`src/hw/rtl/fmv_pkg.sv`:
```
// Shared types, constants and the CRC-16 byte update for the framed message validator.
package fmv_pkg;

    localparam int unsigned HEADER_BYTES = 14;
    localparam int unsigned COUNT_W      = 17;
    localparam logic [COUNT_W-1:0] COUNT_MAX = {COUNT_W{1'b1}};
    localparam logic [15:0] CRC_POLY     = 16'h1189;

    localparam logic [7:0] TYPE_FIRST_RST  = 8'd2;
    localparam logic [7:0] TYPE_SECOND_RST = 8'd65;
    localparam logic [7:0] TYPE_THIRD_RST  = 8'd176;

    typedef enum logic [1:0] {
        REG_TYPE_FIRST  = 2'd0,
        REG_TYPE_SECOND = 2'd1,
        REG_TYPE_THIRD  = 2'd2
    } reg_index_t;

    typedef enum logic [2:0] {
        STATUS_OK       = 3'd0,
        STATUS_BAD_LEN  = 3'd1,
        STATUS_BAD_HDR  = 3'd2,
        STATUS_BAD_TYPE = 3'd3,
        STATUS_BAD_CRC  = 3'd4
    } status_t;

    // MSB-first CRC-16, one byte per call, no reflection
    function automatic logic [15:0] crc_feed(input logic [15:0] acc, input logic [7:0] b);
        logic [15:0] c;
        c = acc ^ {b, 8'h00};
        for (int i = 0; i < 8; i++)
        begin
            if (c[15])
                c = {c[14:0], 1'b0} ^ CRC_POLY;
            else
                c = {c[14:0], 1'b0};
        end
        return c;
    endfunction

endpackage

```
`src/hw/rtl/framed_message_validator_top.sv`:
```
// Framed message validator: per-byte header, type, length and CRC-16 checks, one verdict per frame.
//
// Input channel: data_byte and last_byte with in_valid / in_stall. A transaction
// completes at a rising edge with in_valid high and in_stall low; one byte per cycle unless stalled.
// Output channel: status, type_index and payload_length with out_valid / out_stall.
// One output transaction per frame, for its last byte; other bytes produce nothing.
// The verdict is written into the output register at the edge that takes the last
// byte. Throughput: one byte per cycle while in_stall is low; the CRC update of one
// byte is combinational XOR logic feeding the running CRC register.
// A byte is taken in the same cycle that a held verdict leaves. in_stall is raised
// only while a verdict is held and the receiver stalls; all bytes wait then.
// Configuration: cfg_we with cfg_index 0..2 writes type code first/second/third;
// index 3 is ignored. Write only while no frame is in progress.
// Reset clears the frame state, the output register and restores the type codes
// to 2, 65 and 176.
module framed_message_validator_top
    import fmv_pkg::*;
(
    input  logic        clk,
    input  logic        rst_n,
    input  logic        cfg_we,
    input  logic [1:0]  cfg_index,
    input  logic [7:0]  cfg_data,
    input  logic        in_valid,
    output logic        in_stall,
    input  logic [7:0]  data_byte,
    input  logic        last_byte,
    output logic        out_valid,
    input  logic        out_stall,
    output logic [2:0]  status,
    output logic [1:0]  type_index,
    output logic [15:0] payload_length
);

    logic [7:0] type_first_reg, type_second_reg, type_third_reg;

    logic [COUNT_W-1:0] byte_count_reg, byte_count_next;
    logic [15:0]        crc_reg, crc_next;
    logic [7:0]         recent_reg [3];
    logic [7:0]         recent_next [3];
    logic               header_bad_reg, header_bad_next;
    logic [7:0]         type_byte_reg, type_byte_next;
    logic [15:0]        declared_reg, declared_next;

    logic               out_valid_reg, out_valid_next;
    status_t            status_reg, status_next;
    logic [1:0]         type_index_reg, type_index_next;
    logic [15:0]        length_reg, length_next;

    logic               in_accept;
    logic               out_accept;
    logic [15:0]        received;
    logic [COUNT_W-1:0] size_minus_13;

    assign in_stall   = out_valid_reg && out_stall;
    assign in_accept  = in_valid && !in_stall;
    assign out_accept = out_valid_reg && !out_stall;

    assign out_valid      = out_valid_reg;
    assign status         = status_reg;
    assign type_index     = type_index_reg;
    assign payload_length = length_reg;

    always_ff @(posedge clk or negedge rst_n)
    begin
        if (!rst_n)
        begin
            type_first_reg  <= TYPE_FIRST_RST;
            type_second_reg <= TYPE_SECOND_RST;
            type_third_reg  <= TYPE_THIRD_RST;
        end
        else if (cfg_we)
        begin
            case (cfg_index)
                REG_TYPE_FIRST:  type_first_reg  <= cfg_data;
                REG_TYPE_SECOND: type_second_reg <= cfg_data;
                REG_TYPE_THIRD:  type_third_reg  <= cfg_data;
                default: ;
            endcase
        end
    end

    assign received      = {recent_reg[0], data_byte};
    assign size_minus_13 = byte_count_reg - COUNT_W'(12);

    always_comb
    begin
        byte_count_next = byte_count_reg;
        crc_next        = crc_reg;
        recent_next     = recent_reg;
        header_bad_next = header_bad_reg;
        type_byte_next  = type_byte_reg;
        declared_next   = declared_reg;
        out_valid_next  = out_valid_reg && !out_accept;
        status_next     = status_reg;
        type_index_next = type_index_reg;
        length_next     = length_reg;

        if (in_accept)
        begin
            if (byte_count_reg >= COUNT_W'(4))
                crc_next = crc_feed(crc_reg, recent_reg[2]);

            if (byte_count_reg <= COUNT_W'(4))
            begin
                if (data_byte != 8'h00)
                    header_bad_next = 1'b1;
            end
            else if (byte_count_reg == COUNT_W'(5) || byte_count_reg == COUNT_W'(13))
            begin
                if (data_byte != 8'hFF)
                    header_bad_next = 1'b1;
            end
            else if (byte_count_reg == COUNT_W'(6))
                type_byte_next = data_byte;
            else if (byte_count_reg == COUNT_W'(12))
                declared_next = received;

            if (last_byte)
            begin
                out_valid_next  = 1'b1;
                type_index_next = 2'd0;
                status_next     = STATUS_OK;
                length_next     = declared_next;
                if (byte_count_reg < COUNT_W'(HEADER_BYTES - 1))
                    status_next = STATUS_BAD_LEN;
                else if (header_bad_next)
                    status_next = STATUS_BAD_HDR;
                else if (type_byte_next != type_first_reg
                         && type_byte_next != type_second_reg
                         && type_byte_next != type_third_reg)
                    status_next = STATUS_BAD_TYPE;
                else if (size_minus_13 != {1'b0, declared_next})
                    status_next = STATUS_BAD_LEN;
                else if (crc_next != received)
                    status_next = STATUS_BAD_CRC;
                else if (type_byte_next == type_first_reg)
                    type_index_next = 2'd0;
                else if (type_byte_next == type_second_reg)
                    type_index_next = 2'd1;
                else
                    type_index_next = 2'd2;

                byte_count_next = '0;
                crc_next        = '0;
                recent_next[0]  = '0;
                recent_next[1]  = '0;
                recent_next[2]  = '0;
                header_bad_next = 1'b0;
                type_byte_next  = '0;
                declared_next   = '0;
            end
            else
            begin
                recent_next[2] = recent_reg[1];
                recent_next[1] = recent_reg[0];
                recent_next[0] = data_byte;
                if (byte_count_reg != COUNT_MAX)
                    byte_count_next = byte_count_reg + COUNT_W'(1);
            end
        end
    end

    always_ff @(posedge clk or negedge rst_n)
    begin
        if (!rst_n)
        begin
            byte_count_reg <= '0;
            crc_reg        <= '0;
            recent_reg[0]  <= '0;
            recent_reg[1]  <= '0;
            recent_reg[2]  <= '0;
            header_bad_reg <= 1'b0;
            type_byte_reg  <= '0;
            declared_reg   <= '0;
            out_valid_reg  <= 1'b0;
        end
        else
        begin
            byte_count_reg <= byte_count_next;
            crc_reg        <= crc_next;
            recent_reg     <= recent_next;
            header_bad_reg <= header_bad_next;
            type_byte_reg  <= type_byte_next;
            declared_reg   <= declared_next;
            out_valid_reg  <= out_valid_next;
        end
    end

    always_ff @(posedge clk or negedge rst_n)
    begin
        if (!rst_n)
        begin
            status_reg     <= STATUS_OK;
            type_index_reg <= 2'd0;
            length_reg     <= '0;
        end
        else
        begin
            status_reg     <= status_next;
            type_index_reg <= type_index_next;
            length_reg     <= length_next;
        end
    end

    a_last_gives_verdict: assert property (@(posedge clk) disable iff (!rst_n)
        in_accept && last_byte |=> out_valid_reg)
        else $error("last byte taken without a verdict");

    a_verdict_needs_last: assert property (@(posedge clk) disable iff (!rst_n)
        !out_valid_reg && !(in_accept && last_byte) |=> !out_valid_reg)
        else $error("verdict without a last byte");

    a_frame_cleared: assert property (@(posedge clk) disable iff (!rst_n)
        in_accept && last_byte |=> byte_count_reg == '0 && crc_reg == '0 && !header_bad_reg)
        else $error("frame state not cleared after last byte");

    a_count_step: assert property (@(posedge clk) disable iff (!rst_n)
        in_accept && !last_byte && byte_count_reg != COUNT_MAX
        |=> byte_count_reg == $past(byte_count_reg) + COUNT_W'(1))
        else $error("byte count did not advance");

    a_index_zero_on_error: assert property (@(posedge clk) disable iff (!rst_n)
        out_valid_reg && status_reg != STATUS_OK |-> type_index_reg == 2'd0)
        else $error("type index set on a failed frame");

endmodule

```
`config.mk`:
```
export PLATFORM = sky130hd
export DESIGN_NAME = framed_message_validator_top
export DESIGN_NICKNAME = d
export VERILOG_FILES = /design/src/hw/rtl/fmv_pkg.sv /design/src/hw/rtl/framed_message_validator_top.sv
export SDC_FILE = /design/constraint.sdc
export NUM_CORES = 1
export LEC_CHECK = 0
export ABC_CLOCK_PERIOD_IN_PS = 3150
export BUFFER_PORTS_ARGS = -buffer_cell sky130_fd_sc_hd__buf_2
export CORE_AREA = 3 3 165 167
export DETAILED_ROUTE_END_ITERATION = 8
export DIE_AREA = 0 0 168 170
export HOLD_SLACK_MARGIN = 0.15
export PLACE_DENSITY = 0.56
export SYNTH_ARGS = -nofsm -noshare
export SYNTH_HDL_FRONTEND = slang
export SYNTH_SLANG_ARGS = --single-unit
```
`constraint.sdc`:
```
create_clock -name clk -period 3.15 [get_ports clk]
set_input_delay 0.315 -clock clk [delete_from_list [all_inputs] [get_ports clk]]
set_output_delay 0.315 -clock clk [all_outputs]
set_load 0.03 [all_outputs]
```
==> results of run 1 <==
routing by layer:
metal	part of all wire (%)	GRT usage, %	vias up	wire [um]
met4	1.2	3.45	0	263
met1	48	22.6	3157	10800
li1	-	-	3081	-
met2	46	24.9	191	10300
met5	0	0	-	0
met3	4.8	2.90	23	1070
logic make-up after synthesis:
kind of cell	share of synthesized area, %
compound gates	17.9
xor+xnor	12.2
fa+ha+maj	1.13
buf+inv	4.62
flops	41.6
mux	5.66
simple gates	16.8
where the power goes:
part           switching [mW]  internal, mW  total (mW)
Clock                   0.797          1.28        2.08
Combinational            1.14          1.18        2.32
Sequential              0.299          1.89        2.19
Total                    2.24          4.35        6.59
stage by stage:
stage | power [mW] | setup TNS (ps) | instances
after floorplan | 3.83 | 0 | 809
after global placement | 4.46 | 0 | 1199
after detailed placement | 4.49 | -15.5 | 1199
after CTS | 6.59 | 0 | 1237
after global routing | 6.97 | -74.0 | 1239
final | 6.59 | 0 | 1239
final cells by class:
cell class              count  area (um^2)  area share, %
clock buffers              18          439           4.65
inverters                  31          116           1.23
repair buffers            116          832           8.81
clock inverters            14          180           1.91
well taps                 335          419           4.44
flip-flops and latches    128         3210           34.0
multi-input cells         597         4240           45.0
cell usage in the layout (no fill, tap or decap), types with 7 or more instances in the layout:
cell,synthesis,layout
sky130_fd_sc_hd__nand4_1,11,11
sky130_fd_sc_hd__buf_2,3,45
sky130_fd_sc_hd__xnor2_1,42,42
sky130_fd_sc_hd__xnor3_1,9,9
sky130_fd_sc_hd__or3_1,10,9
sky130_fd_sc_hd__nor4_1,14,9
sky130_fd_sc_hd__a21oi_1,18,18
sky130_fd_sc_hd__dfrtp_1,122,122
sky130_fd_sc_hd__o21ai_1,13,13
sky130_fd_sc_hd__nand2_1,109,108
sky130_fd_sc_hd__mux2_2,24,24
sky130_fd_sc_hd__a22o_1,17,17
sky130_fd_sc_hd__o31ai_1,9,9
sky130_fd_sc_hd__o21ai_0,60,60
sky130_fd_sc_hd__xor2_1,40,40
sky130_fd_sc_hd__mux2i_1,14,10
sky130_fd_sc_hd__ha_1,7,7
sky130_fd_sc_hd__buf_4,0,60
sky130_fd_sc_hd__nor3_1,19,18
sky130_fd_sc_hd__a31oi_1,7,7
sky130_fd_sc_hd__a22oi_1,20,20
sky130_fd_sc_hd__clkbuf_16,0,18
sky130_fd_sc_hd__inv_1,30,30
sky130_fd_sc_hd__nor2_1,33,33
sky130_fd_sc_hd__nand3_1,14,14
sky130_fd_sc_hd__o22ai_1,20,20
path summary, 6_finish.rpt:
path / depth (start not counted) / to / slack (ps)
min reg2reg: 2 / payload_length[2]$_DFFE_PN0P_ / 470
min in group asynchronous: 2 / type_second_reg[1]$_DFFE_PN0P_ / 490
max reg2reg: 9 / status[2]$_DFFE_PN0P_ / 60
max: 9 / status[2]$_DFFE_PN0P_ / 60
min: 2 / type_third_reg[7]$_DFFE_PN1P_ / 160
max in group asynchronous: 3 / type_third_reg[7]$_DFFE_PN1P_ / 1890
critical path, cell delays in order (launching register included):
cell and delay, ps:
sky130_fd_sc_hd__dfrtp_1 370, sky130_fd_sc_hd__or4_4 530, sky130_fd_sc_hd__or4_4 480, sky130_fd_sc_hd__nor3_4 190, sky130_fd_sc_hd__buf_12 180, sky130_fd_sc_hd__mux2i_2 290
sky130_fd_sc_hd__xnor2_1 180, sky130_fd_sc_hd__nor4_4 310, sky130_fd_sc_hd__nand4_2 200, sky130_fd_sc_hd__o31ai_2 240
what timing repair did:
item                       4_1_cts  5_1_grt
gates cloned                     0        1
setup buffers                    0        1
resized for setup                1       13
hold buffers                     6        0
pin swaps                        1        6
setup endpoints to repair        1        5
hold endpoints to repair        77        0
==> metrics.txt, run 1 <==
run status=finished, final reports clean; worst clock skew=6.39 ps; placed inst area=8650 um^2; clock insertion delay at the later pin of the skew report=420 ps; post-route cell area=9440 um^2; horizontal die dimension=168 um; min cycle time layout=3090 ps; TritonCTS Buffers=17; quantity of I/O buffers inserted on ports=46; type of the tightest min-delay check=in2reg; max reg flops=17; count of routing violations after the opening detailed-route iteration=499; largest net degree at the start of global routing=74; final setup violating endpoints=0; net total in the final layout=922; startpoint of the worst register-to-register path=byte_count_reg[11]$_DFFE_PN0P_; share of the synthesized area in the top cell type=39.6%; mean instance size in the synthesized netlist=9.54 um^2; Peak VDD IR=0.410 mV; number of enable flip-flop cells after synthesis=0; power per cell area=698 nW/um^2; Detail Placement HPWL=16200 um; Synth area leader=sky130_fd_sc_hd__dfrtp_1; antenna-violating nets left=0; startpoint kind of the worst setup timing path=flip-flop; root buffer cell=sky130_fd_sc_hd__clkbuf_16; Filler cells=2576; data required time at the worst endpoint=3480 ps; number of distinct library cell variants in the gate-level netlist after synthesis=75; yosys warns=0; max_slew headroom=25.5%; Max H-tree Level=4; Layout Area Growth over Synthesis=22.3%; proportion of layout cells with a drive suffix above 1=22.8%; average detailed-routed wire length per instance=18.1 um; endpoint kind of the worst setup timing path=flip-flop; Achievable Freq=0.324 GHz; setup repair after global routing missed its margin=true; synthesized instance count=809; syn_nets=840; list of most frequent post-synthesis cells=sky130_fd_sc_hd__dfrtp_1, sky130_fd_sc_hd__nand2_1, sky130_fd_sc_hd__o21ai_0; TritonCTS clock tree=yes; most common cell in the netlist=sky130_fd_sc_hd__dfrtp_1; full die area=28600 um^2; global-route usage over all layers=15.7%; via count of the routed design=6452; Critical Path Start=byte_count_reg[11]$_DFFE_PN0P_; share of synthesized registers carrying an async set or reset=100%; largest cells by area after synthesis=sky130_fd_sc_hd__dfrtp_1, sky130_fd_sc_hd__nand2_1, sky130_fd_sc_hd__xnor2_1; worst-case clock buffer depth=2; DRC violation count after routing=0; max capacitance violation total=0; Data arrival, critical path=3420 ps; number of global-route vias before repair=6281; flop and latch count out of synthesis=128; share of synthesized area occupied by flip-flops and latches=41.6%; Worst Hold Launch=cfg_data[7]; final clock period utilization by the worst path=98.0%; Remaining Overflow, GRT=0; total detailed-routing wirelength=22400 um; Die Y=170 um; effective utilization at floorplan=29.8%; setup slack at placement=-15.5 ps; ant diodes=0; summed instance area of the synthesized netlist=7720 um^2; number of pins with negative max-slew slack in the final report=0; ports placed on the boundary=47; number of hold violations in the final report=0; Initial DRT Pass Iterations=5; number of clock sinks=128; Tightest Pin Transition=1110 ps; highest fanout seen on the critical path=10; Reg clk slew, reported paths=60 ps; number of antenna violations at the first check in global routing=0; DR vias/cell=5.21; standard cell core area=25900 um^2; worst setup path category=reg2reg; GP Congestion=0.864; global-route wire length before repair=35800 um; worst hold slack across all endpoints=164 ps; predominant post-synthesis flop cell=sky130_fd_sc_hd__dfrtp_1; final core utilization=36.4%; # rows=59; Final Worst Setup Slack=63.9 ps; leakage power total=4.15 nW
Note: power is estimated with default switching activity, not from simulation.
==> run 2: changes to the inputs <==
--- a/config.mk
+++ b/config.mk
@@ -11,7 +11,7 @@
 export DETAILED_ROUTE_END_ITERATION = 8
 export DIE_AREA = 0 0 168 170
 export HOLD_SLACK_MARGIN = 0.15
-export PLACE_DENSITY = 0.56
+export PLACE_DENSITY = 0.51
 export SYNTH_ARGS = -nofsm -noshare
 export SYNTH_HDL_FRONTEND = slang
 export SYNTH_SLANG_ARGS = --single-unit
==> metrics.txt, run 2 (synthesis gave the netlist of run 1 again) <==
leakage power total=4.14 nW (was 4.15 nW); final setup violating endpoints=1 (was 0); largest net degree at the start of global routing=55 (was 74); max reg flops=17 (unchanged); Filler cells=2612 (was 2576); total instance count after detailed placement=1203 (was 1199); Initial DRT Pass Iterations=7 (was 5); Remaining Overflow, GRT=0 (unchanged); Critical Path Most Common Cell=sky130_fd_sc_hd__or4_4 (unchanged); violations in the final reports=negative setup slack; count of routing violations after the opening detailed-route iteration=457 (was 499); Detail Placement HPWL=17000 um (was 16200 um); via count of the routed design=6441 (was 6452); endpoint kind of the worst setup timing path=flip-flop (unchanged); share of total power in the clock network=31.8% (was 31.5%); worst clock skew=8.17 ps (was 6.39 ps); Setup Buffers After CTS=0 (unchanged); horizontal die dimension=168 um (unchanged); highest fanout seen on the critical path=3 (was 10); GP Congestion=0.891 (was 0.864); number of hold violations in the final report=0 (unchanged); standard cell core area=25900 um^2 (unchanged); TritonCTS Buffers=17 (unchanged); most common cell after layout, fill and taps aside=sky130_fd_sc_hd__dfrtp_1 (unchanged); min cycle time layout=3180 ps (was 3090 ps); setup repair after global routing missed its margin=true (unchanged); net total in the final layout=923 (was 922); global-route usage over all layers=16.4% (was 15.7%); effective utilization at floorplan=29.8% (unchanged); WP buf/inv=0 (was 1); global-route wire length before repair=36700 um (was 35800 um); Tightest Pin Transition=1160 ps (was 1110 ps); number of pins with negative max-slew slack in the final report=0 (unchanged); Final Worst Setup Slack=-26.4 ps (was 63.9 ps); worst setup path category=reg2reg (unchanged); # rows=59 (unchanged); startpoint kind of the worst setup timing path=flip-flop (unchanged); Layout Area Growth over Synthesis=22.0% (was 22.3%); average detailed-routed wire length per instance=18.7 um (was 18.1 um); ports placed on the boundary=47 (unchanged); antenna-violating nets left=0 (unchanged); total design power=6.67 mW (was 6.59 mW); Top Family by Delay on Critical Path=simple AND/OR/NAND/NOR gates (unchanged); power per cell area=709 nW/um^2 (was 698 nW/um^2); number of antenna violations at the first check in global routing=0 (unchanged); DRC violation count after routing=0 (unchanged); combinational cell fraction of total power=35.3% (about the same); run status=finished, violations left (was finished, final reports clean); number of global-route vias before repair=6265 (was 6281); final clock period utilization by the worst path=101% (was 98.0%); Peak VDD IR=0.410 mV (about the same); TritonCTS clock tree=yes (unchanged); crit path cell chain=or4_4 -> or4_4 -> or3_4 -> mux2_2 -> xnor2_2 -> a2111oi_4 -> nand4_2 -> o31ai_2 (was or4_4 -> or4_4 -> nor3_4 -> buf_12 -> mux2i_2 -> xnor2_1 -> nor4_4 -> nand4_2 -> o31ai_2); Die Y=170 um (unchanged); DR vias/cell=5.19 (was 5.21); clock insertion delay at the later pin of the skew report=420 ps (about the same); switching portion of total power=33.3% (was 33.9%); total detailed-routing wirelength=23100 um (was 22400 um); full die area=28600 um^2 (unchanged); Max H-tree Level=4 (unchanged); internal cell power=4.45 mW (was 4.35 mW); data required time at the worst endpoint=3480 ps (about the same); total net switching power=2.23 mW (was 2.24 mW); Cell Count, Final, Fillers Out=1240 (was 1239); Total Neg Setup Slack=-26.4 ps (was 0 ps); delay of the slowest cell on the worst path=530 ps (about the same); max capacitance violation total=0 (unchanged); commonest non-fill, non-tap cells in the layout=sky130_fd_sc_hd__dfrtp_1, sky130_fd_sc_hd__nand2_1, sky130_fd_sc_hd__buf_4, sky130_fd_sc_hd__o21ai_0, sky130_fd_sc_hd__buf_2 (was sky130_fd_sc_hd__dfrtp_1, sky130_fd_sc_hd__nand2_1, sky130_fd_sc_hd__o21ai_0, sky130_fd_sc_hd__buf_4, sky130_fd_sc_hd__buf_2); max_slew headroom=21.9% (was 25.5%); type of the tightest min-delay check=in2reg (unchanged); Reg clk slew, reported paths=60 ps (about the same); worst hold slack across all endpoints=167 ps (was 164 ps); ant diodes=0 (unchanged); share of total power in sequential cells=32.8% (was 33.2%); number of clock sinks=128 (unchanged); crit path max-delay cell type=sky130_fd_sc_hd__or4_4 (unchanged); Achievable Freq=0.315 GHz (was 0.324 GHz); worst-case clock buffer depth=2 (unchanged); quantity of I/O buffers inserted on ports=46 (unchanged); Data arrival, critical path=3510 ps (was 3420 ps); root buffer cell=sky130_fd_sc_hd__clkbuf_16 (unchanged); proportion of layout cells with a drive suffix above 1=22.5% (was 22.8%)
==> run 2: cell types whose count changed in the layout (fill, tap and decap cells not counted), moves of 2 or more <==
cell / before / now
sky130_fd_sc_hd__nor4_2: 6 / 2
sky130_fd_sc_hd__mux2i_1: 10 / 12
sky130_fd_sc_hd__clkinv_2: 1 / 3
sky130_fd_sc_hd__mux2i_2: 4 / 2
sky130_fd_sc_hd__inv_6: 4 / 1
sky130_fd_sc_hd__nor4_1: 9 / 13
sky130_fd_sc_hd__buf_4: 60 / 63
==> run 2: power groups by stage <==
| stage | clock [mW] | sequential (mW) | combinational, mW |
|---|---|---|---|
| finish | 2.13 | 2.19 | 2.36 |
| global route | 2.25 | 2.22 | 2.59 |
| CTS | 2.17 | 2.18 | 2.35 |
| detailed placement | 0 | 2.21 | 2.33 |
| global placement | 0 | 2.21 | 2.31 |
| floorplan | 0 | 2.13 | 1.70 |
==> run 2: repair_timing <==
action | 4_1_cts | 5_1_grt
hold endpoints to repair | 51 | 0
pin swaps | 3 | 5
resized for setup | 2 | 6
hold buffers | 5 | 0
cloned | 0 | 0
endpoints found under the setup margin | 2 | 12
==> run 2: worst reg2reg max path: stages, from the launching register on <==
cell and delay [ps]:
sky130_fd_sc_hd__dfrtp_1 370, sky130_fd_sc_hd__or4_4 530, sky130_fd_sc_hd__or4_4 470, sky130_fd_sc_hd__or3_4 410, sky130_fd_sc_hd__mux2_2 310, sky130_fd_sc_hd__xnor2_2 170, sky130_fd_sc_hd__a2111oi_4 410, sky130_fd_sc_hd__nand4_2 200
sky130_fd_sc_hd__o31ai_2 210
==> run 2: area by class of cell <==
| class | instances | area, um^2 | area share (%) |
|---|---|---|---|
| Timing Repair Buffer | 117 | 820 | 8.70 |
| Clock inverter | 13 | 185 | 1.97 |
| Sequential cell | 128 | 3210 | 34.1 |
| Inverter | 31 | 116 | 1.24 |
| Multi-Input combinational cell | 597 | 4220 | 44.8 |
| Clock buffer | 19 | 453 | 4.81 |
| Tap cell | 335 | 419 | 4.45 |
==> run 2: through the flow <==
step	cell area [um^2]	utilization [%]	setup slack (ps)
2_1_floorplan	7730	-	11.4
3_3_place_gp	8680	33.5	14.7
3_5_place_dp	8680	33.5	-8.45
4_1_cts	9370	36.2	2.63
5_1_grt	9420	36.4	-135
6_report	9420	36.4	-26.4
==> run 2: layer usage <==
layer  share of wire (%)  global-route usage (%)
met3                 5.7                    3.83
met1                  48                    23.4
met4                 1.6                    4.70
met5                   0                       0
met2                  44                    24.8
==> run 2: final timing paths <==
kind	start	end	slack, ps	cells after the start
worst min register to register	payload_length[13]$_DFFE_PN0P_	payload_length[13]$_DFFE_PN0P_	460	2
worst max-delay path	byte_count_reg[11]$_DFFE_PN0P_	status[2]$_DFFE_PN0P_	-30	8
min in group asynchronous	rst_n	type_second_reg[1]$_DFFE_PN0P_	430	2
worst max register to register	byte_count_reg[11]$_DFFE_PN0P_	status[2]$_DFFE_PN0P_	-30	8
worst min-delay path	out_stall	out_valid$_DFF_PN0_	170	3
max in group asynchronous	rst_n	byte_count_reg[10]$_DFFE_PN0P_	1980	3
==> run 3: changes to the inputs <==
--- a/config.mk
+++ b/config.mk
@@ -7,11 +7,11 @@
 export LEC_CHECK = 0
 export ABC_CLOCK_PERIOD_IN_PS = 3150
 export BUFFER_PORTS_ARGS = -buffer_cell sky130_fd_sc_hd__buf_2
-export CORE_AREA = 3 3 165 167
+export CORE_AREA = 3 3 122 124
 export DETAILED_ROUTE_END_ITERATION = 8
-export DIE_AREA = 0 0 168 170
+export DIE_AREA = 0 0 125 127
 export HOLD_SLACK_MARGIN = 0.15
-export PLACE_DENSITY = 0.51
+export PLACE_DENSITY = 0.81
 export SYNTH_ARGS = -nofsm -noshare
 export SYNTH_HDL_FRONTEND = slang
 export SYNTH_SLANG_ARGS = --single-unit
==> metrics.txt, run 3 (synthesis gave the netlist of run 1 again) <==
proportion of layout cells with a drive suffix above 1=22.2% (was 22.5%); full die area=15900 um^2 (was 28600 um^2); delay of the slowest cell on the worst path=530 ps (about the same); highest fanout seen on the critical path=11 (was 3); number of global-route vias before repair=6711 (was 6265); data required time at the worst endpoint=3490 ps (was 3480 ps); GP Congestion=0.944 (was 0.891); Data arrival, critical path=3570 ps (was 3510 ps); final setup violating endpoints=2 (was 1); max reg flops=17 (unchanged); TritonCTS Buffers=17 (unchanged); area taken by flip-flops and latches=3210 um^2 (unchanged); final core utilization=66.2% (was 36.4%); Max H-tree Level=4 (unchanged); setup repair after global routing missed its margin=true (unchanged); placed inst area=8380 um^2 (was 8680 um^2); power per cell area=728 nW/um^2 (was 709 nW/um^2); Die Y=127 um (was 170 um); antenna-violating nets left=0 (unchanged); clock insertion delay at the later pin of the skew report=430 ps (was 420 ps); TritonCTS clock tree=yes (unchanged); Reg clk slew, reported paths=60 ps (about the same); Remaining Overflow, GRT=0 (unchanged); commonest non-fill, non-tap cells in the layout=sky130_fd_sc_hd__dfrtp_1, sky130_fd_sc_hd__nand2_1, sky130_fd_sc_hd__o21ai_0, sky130_fd_sc_hd__buf_4, sky130_fd_sc_hd__buf_2 (was sky130_fd_sc_hd__dfrtp_1, sky130_fd_sc_hd__nand2_1, sky130_fd_sc_hd__buf_4, sky130_fd_sc_hd__o21ai_0, sky130_fd_sc_hd__buf_2); DRC violation count after routing=0 (unchanged); ant diodes=0 (unchanged); number of pins with negative max-slew slack in the final report=0 (unchanged); final clock period utilization by the worst path=102% (was 101%); count of routing violations after the opening detailed-route iteration=895 (was 457); number of antenna violations at the first check in global routing=0 (unchanged); max capacitance violation total=0 (unchanged); Top Family by Delay on Critical Path=simple AND/OR/NAND/NOR gates (unchanged); type of the tightest min-delay check=in2reg (unchanged); area occupied by multi-input gates=4230 um^2 (was 4220 um^2); worst clock skew=5.65 ps (was 8.17 ps); DR vias/cell=6.37 (was 5.19); run status=finished, violations left (unchanged); Achievable Freq=0.310 GHz (was 0.315 GHz); total detailed-routing wirelength=22000 um (was 23100 um); quantity of I/O buffers inserted on ports=46 (unchanged); worst hold slack across all endpoints=154 ps (was 167 ps); max_slew headroom=17.7% (was 21.9%); largest net degree at the start of global routing=66 (was 55); met2 layer usage reported by global route=41.8% (was 24.8%); global-route met1 utilization=37.2% (was 23.4%); Tightest Pin Transition=1230 ps (was 1160 ps); worst setup path category=reg2reg (unchanged); Critical Path Most Common Cell=sky130_fd_sc_hd__or4_4 (unchanged); global-route wire length before repair=34900 um (was 36700 um); Detail Placement HPWL=15000 um (was 17000 um); Peak VDD IR=0.528 mV (was 0.410 mV); total instance count after detailed placement=1036 (was 1203); Final Worst Setup Slack=-77.0 ps (was -26.4 ps); fraction of met3 tracks used by global routing=6.69% (was 3.83%); Cell Count, Final, Fillers Out=1077 (was 1240); crit path max-delay cell type=sky130_fd_sc_hd__or4_4 (unchanged); via count of the routed design=6860 (was 6441); Filler cells=1053 (was 2612); post-route cell area=9190 um^2 (was 9420 um^2); standard cell core area=13900 um^2 (was 25900 um^2); min cycle time layout=3230 ps (was 3180 ps); ports placed on the boundary=47 (unchanged); WP buf/inv=1 (was 0); root buffer cell=sky130_fd_sc_hd__clkbuf_16 (unchanged); most common cell after layout, fill and taps aside=sky130_fd_sc_hd__dfrtp_1 (unchanged); crit path cell chain=or4_4 -> or4_4 -> buf_4 -> o31a_1 -> o21ai_1 -> o221ai_2 -> nor4b_2 -> nand4_2 -> o31ai_2 (was or4_4 -> or4_4 -> or3_4 -> mux2_2 -> xnor2_2 -> a2111oi_4 -> nand4_2 -> o31ai_2); violations in the final reports=negative setup slack (unchanged); global-route usage over all layers=27.5% (was 16.4%); startpoint kind of the worst setup timing path=flip-flop (unchanged); Layout Area Growth over Synthesis=19.1% (was 22.0%); number of hold violations in the final report=0 (unchanged); most used routing layer=met2 (unchanged); horizontal die dimension=125 um (was 168 um); effective utilization at floorplan=55.6% (was 29.8%); average detailed-routed wire length per instance=20.4 um (was 18.7 um); leakage power total=4.10 nW (was 4.14 nW); endpoint kind of the worst setup timing path=flip-flop (unchanged); net total in the final layout=915 (was 923); number of clock sinks=128 (unchanged); Total Neg Setup Slack=-123 ps (was -26.4 ps); worst-case clock buffer depth=2 (unchanged); Initial DRT Pass Iterations=7 (unchanged); # rows=43 (was 59)
## run 3: changes by cell type in the layout (fill, tap and decap cells not counted), sizes merged
| cell | delta |
|---|---|
| clkinv | -3 |
| buf | -10 |
| dlygate4sd3 | +1 |
| clkbuf | +2 |
| clkinvlp | +2 |
## run 3: layout make-up
type                    instances  area share [%]
repair buffers                109            8.31
flip-flops and latches        128            34.9
clock inverters                12            1.97
well taps                     180            2.45
inverters                      31            1.27
clock buffers                  20            5.08
multi-input cells             597            46.0
## run 3: path summary, 6_finish.rpt
| kind | slack (ps) | start | end | depth (start not counted) |
|---|---|---|---|---|
| setup reg to reg | -80 | byte_count_reg[11]$_DFFE_PN0P_ | status[2]$_DFFE_PN0P_ | 9 |
| hold / removal | 150 | cfg_data[6] | type_third_reg[6]$_DFFE_PN0P_ | 2 |
| hold reg to reg | 480 | recent_reg[14]$_DFFE_PN0P_ | recent_reg[14]$_DFFE_PN0P_ | 2 |
| max in group asynchronous | 1860 | rst_n | type_second_reg[0]$_DFFE_PN1P_ | 3 |
| min in group asynchronous | 450 | rst_n | payload_length[10]$_DFFE_PN0P_ | 2 |
| setup / recovery | -80 | byte_count_reg[11]$_DFFE_PN0P_ | status[2]$_DFFE_PN0P_ | 9 |
## run 3: per-stage QoR
step / setup WS, ps / power [mW]
3_5_place_dp: 41.9 / 4.46
3_3_place_gp: 102 / 4.40
5_1_grt: -191 / 7.02
2_1_floorplan: 11.4 / 3.83
6_report: -77.0 / 6.69
4_1_cts: 19.2 / 6.64
## run 3: what timing repair did
action,4_1_cts,5_1_grt
endpoints found under the setup margin,1,4
setup buffers,1,1
gates resized for setup,2,11
pin swaps,1,5
hold buffers,6,0
endpoints found under the hold margin,53,0
gates cloned,0,1
## run 3: report_power, final
part	switching, mW	leakage (nW)	internal, mW
sequential	0.310	1.67	1.89
clock	0.761	0.305	1.39
combinational	1.17	2.12	1.17
## run 3: metal layers
metal	part of all wire [%]	wire, um
met1	41	9040
met2	45	9980
met3	9.8	2160
met4	3.8	830
met5	0	0
## run 3: worst reg2reg max path, cell delays in order, from the launching register on
cell                       delay [ps]
sky130_fd_sc_hd__dfrtp_1          370
sky130_fd_sc_hd__or4_4            530
sky130_fd_sc_hd__or4_4            480
sky130_fd_sc_hd__buf_4            220
sky130_fd_sc_hd__o31a_1           320
sky130_fd_sc_hd__o21ai_1          230
sky130_fd_sc_hd__o221ai_2         170
sky130_fd_sc_hd__nor4b_2          360
sky130_fd_sc_hd__nand4_2          200
sky130_fd_sc_hd__o31ai_2          240
